===== src/rtl/brrs_ram.sv =====
`timescale 1ns / 1ps
module brrs_ram #(
  parameter int WIDTH = 8,
  parameter int DEPTH = 16
) (
  input  logic                                     clk,
  input  logic                                     we,
  input  logic [((DEPTH > 1) ? $clog2(DEPTH) : 1)-1:0] waddr,
  input  logic [WIDTH-1:0]                         wdata,
  input  logic                                     re,
  input  logic [((DEPTH > 1) ? $clog2(DEPTH) : 1)-1:0] raddr,
  output logic [WIDTH-1:0]                         rdata
);

  logic [WIDTH-1:0] mem [DEPTH];

  // hold read data while no read is issued
  always_ff @(posedge clk) begin
    if (we) begin
      mem[waddr] <= wdata;
    end
    if (re) begin
      rdata <= mem[raddr];
    end
  end

endmodule


===== config.mk =====
export PLATFORM = sky130hd
export DESIGN_NAME = brrs_ram
export DESIGN_NICKNAME = d
export VERILOG_FILES = /design/src/rtl/brrs_ram.sv
export SDC_FILE = /design/constraint.sdc
export NUM_CORES = 1
export LEC_CHECK = 0
export ABC_AREA = 1
export BUFFER_PORTS_ARGS = -buffer_cell sky130_fd_sc_hd__buf_2
export CORE_MARGIN = 4
export CORE_UTILIZATION = 60
export DETAILED_ROUTE_END_ITERATION = 16
export GPL_TIMING_DRIVEN = 0
export PLACE_DENSITY_LB_ADDON = 0.3
export SYNTH_ARGS = -nofsm -noshare
export SYNTH_HDL_FRONTEND = slang
export SYNTH_SLANG_ARGS = --single-unit

===== constraint.sdc =====
create_clock -name clk -period 1.75 [get_ports clk]
set_input_delay 0.4375 -clock clk [delete_from_list [all_inputs] [get_ports clk]]
set_output_delay 0.4375 -clock clk [all_outputs]
set_load 0.1 [all_outputs]

==> results.tsv <==
metric	value	unit
crit_path_end_kind	output port	
worst_pin_slew	0.887	ns
slowest_stage	buf_2	
worstPathMaxFanout	1	
clk_latency	0.52	ns
io_buffers	23	
holdBufCountCts	0	
cts_inserted_buffers	17	
grt_pass1_vias	3722	
pre_cts_slack	-0.135	ns
post-cts-setup-buffers	0	
grt_overflow	0	
dieArea	11400	um^2
synth_fp_nets	570	
slew_headroom	40.7	%
synth.area.top_cells	edfxtp_1 70%, nand2_1 11%, nand3_1 8.3%, inv_1 6.4%, buf_6 1.2%	
gp_congestion	0.909	
synth.most_common_cell	nand2_1	
synth_seq_cells	136	
rr_startpoint	mem[11][2]	
fin_ws	0.0524	ns
grt_setup_unrepaired	no	
yosysTopAreaCell	edfxtp_1	
core-area	9370	um^2
startpoint_type	register	
final_hold_viol_count	0	
wl_per_cell	17.9	um
path_buf_inv	1	
synth_flop_cell	edfxtp_1	
die_w	107	um
yosysTopAreaCellShare	69.8	%
antenna_found_initial	0	
syn_avg_cell_area	10.6	um^2
drcViolationCount	0	
yosysSeqAreaShare	69.8	%
first_iter_violations	472	
antenna_left	0	
grtUsageTotal	24.8	%
fin_crit	1.70	ns
n_antenna_cell	0	
async_flop_share	0	%
stdcell_area	6710	um^2
crit_start	rdata[1]	
fmax	589	MHz
synthTopCellsByCount	173 x nand2_1, 136 x edfxtp_1, 100 x inv_1	
fill_cells	668	
cp_top_family	buffers and inverters	
power.leakage	0.00291	uW
io_pins	27	
instances_no_fill	735	
clk_pin_slew	0.06	ns
holdCritStartpoint	re	
final_nets	612	
start_util	62.4	%
clk_root_buffer_cell	clkbuf_8	
cts_tree	done	
drt-total-wl	13.2	mm
fin_crit_sh	97.0	%
placementRows	35	
hold_class	primary input to register	
h-tree-depth	4	
clk_path_buf_depth	2	
vdd_drop_max	0.706	mV
synth_enable_flop_cells	136	
cp_cell_sequence	buf_2	
dpl_cell_area	6120	um^2
syn_area	5850	um^2
arrival	1.26	ns
setup_viol	0	
grt_first_pass_wirelength	20.3	mm
crit_type	register to output port	
synth_cell_types	11	
status	finished clean	
yosys_warnings	0	
dpl.hpwl	8.69	mm
synth_cells	551	
drive_gt1_share	13.0	%
cts_sinks	136	
maxCapViolCount	0	
required	1.31	ns
placed_cells	703	
critical_path.max_stage_delay	0.42	ns
cts.repair.resized	0	
finalMaxSlewViolations	0	
power.density	1160	nW/um^2
grt_max_degree	17	
die_h	107	um
syn2layout_area_growth	14.8	%
drt-vias-per-instance	5.33	
clock_skew	0.00770	ns
dr.pass1.iters	5	
dr_total_vias	3919	
-- sequential cells by signal (all words and copies together) (netlist names) --
| register | flops |
|---|---|
| rdata | 8 |
| mem | 128 |
-- per-stage QoR --
stage	util, %	total power [uW]	TNS (ns)	hold WS, ns
after floorplan	-	4130	0	0.536
after global placement	65.3	4310	-3.12	0.769
after detailed placement	65.3	4320	-4.72	0.764
after CTS	71.6	7790	0	0.236
after global routing	71.6	8040	0	0.240
final	71.6	7780	0	0.241
-- layout by cell type (no fill, tap or decap) --
| master | Yosys | routed |
|---|---|---|
| nand3b_1 | 2 | 2 |
| clkinvlp_4 | 0 | 3 |
| edfxtp_1 | 136 | 136 |
| buf_4 | 4 | 4 |
| inv_1 | 100 | 100 |
| bufinv_16 | 0 | 3 |
| inv_2 | 2 | 2 |
| clkbuf_8 | 0 | 1 |
| clkinv_4 | 0 | 2 |
| buf_2 | 13 | 36 |
| clkinv_2 | 0 | 3 |
| nand3_1 | 97 | 97 |
| clkbuf_1 | 0 | 1 |
| nor2_1 | 17 | 17 |
| clkbuf_16 | 0 | 16 |
| inv_6 | 0 | 3 |
| buf_1 | 1 | 1 |
| buf_6 | 6 | 6 |
| nand2_1 | 173 | 173 |
-- logic make-up after synthesis --
| kind of cell | count (synthesis) | synth area share [%] |
|---|---|---|
| flip-flops | 136 | 69.8 |
| buffers and inverters | 126 | 9.39 |
| AND/OR/NAND/NOR | 289 | 20.8 |
-- final cells by class --
| cell class | count | area [um^2] | share of cell area, % |
|---|---|---|---|
| flip-flops and latches | 136 | 4080 | 60.8 |
| multi-input cells | 289 | 1210 | 18.1 |
| clock inverters | 14 | 171 | 2.55 |
| inverters | 102 | 383 | 5.70 |
| clock buffers | 18 | 418 | 6.23 |
| repair buffers | 23 | 115 | 1.71 |
| plain buffers | 24 | 166 | 2.48 |
| well taps | 129 | 161 | 2.40 |
-- final timing paths --
kind	slack [ns]	cells past startpoint	end
max	0.05	1	rdata[1]
max reg2reg	0.58	6	rdata[2]
min	0.24	1	rdata[1]
min reg2reg	0.79	6	rdata[5]
-- power by group --
part,switching [uW],total (uW),internal (uW)
combinational,440,577,137
sequential,16.9,3690,3670
clock,1340,3520,2180
-- layer usage --
layer	part of all wire (%)	track usage, %	up-vias
met5	0	0	-
met4	2.0	8.31	0
met3	11	6.32	26
met2	45	37.1	220
met1	42	35.7	1806
li1	-	-	1867
Power figures use the tool's default switching activity.
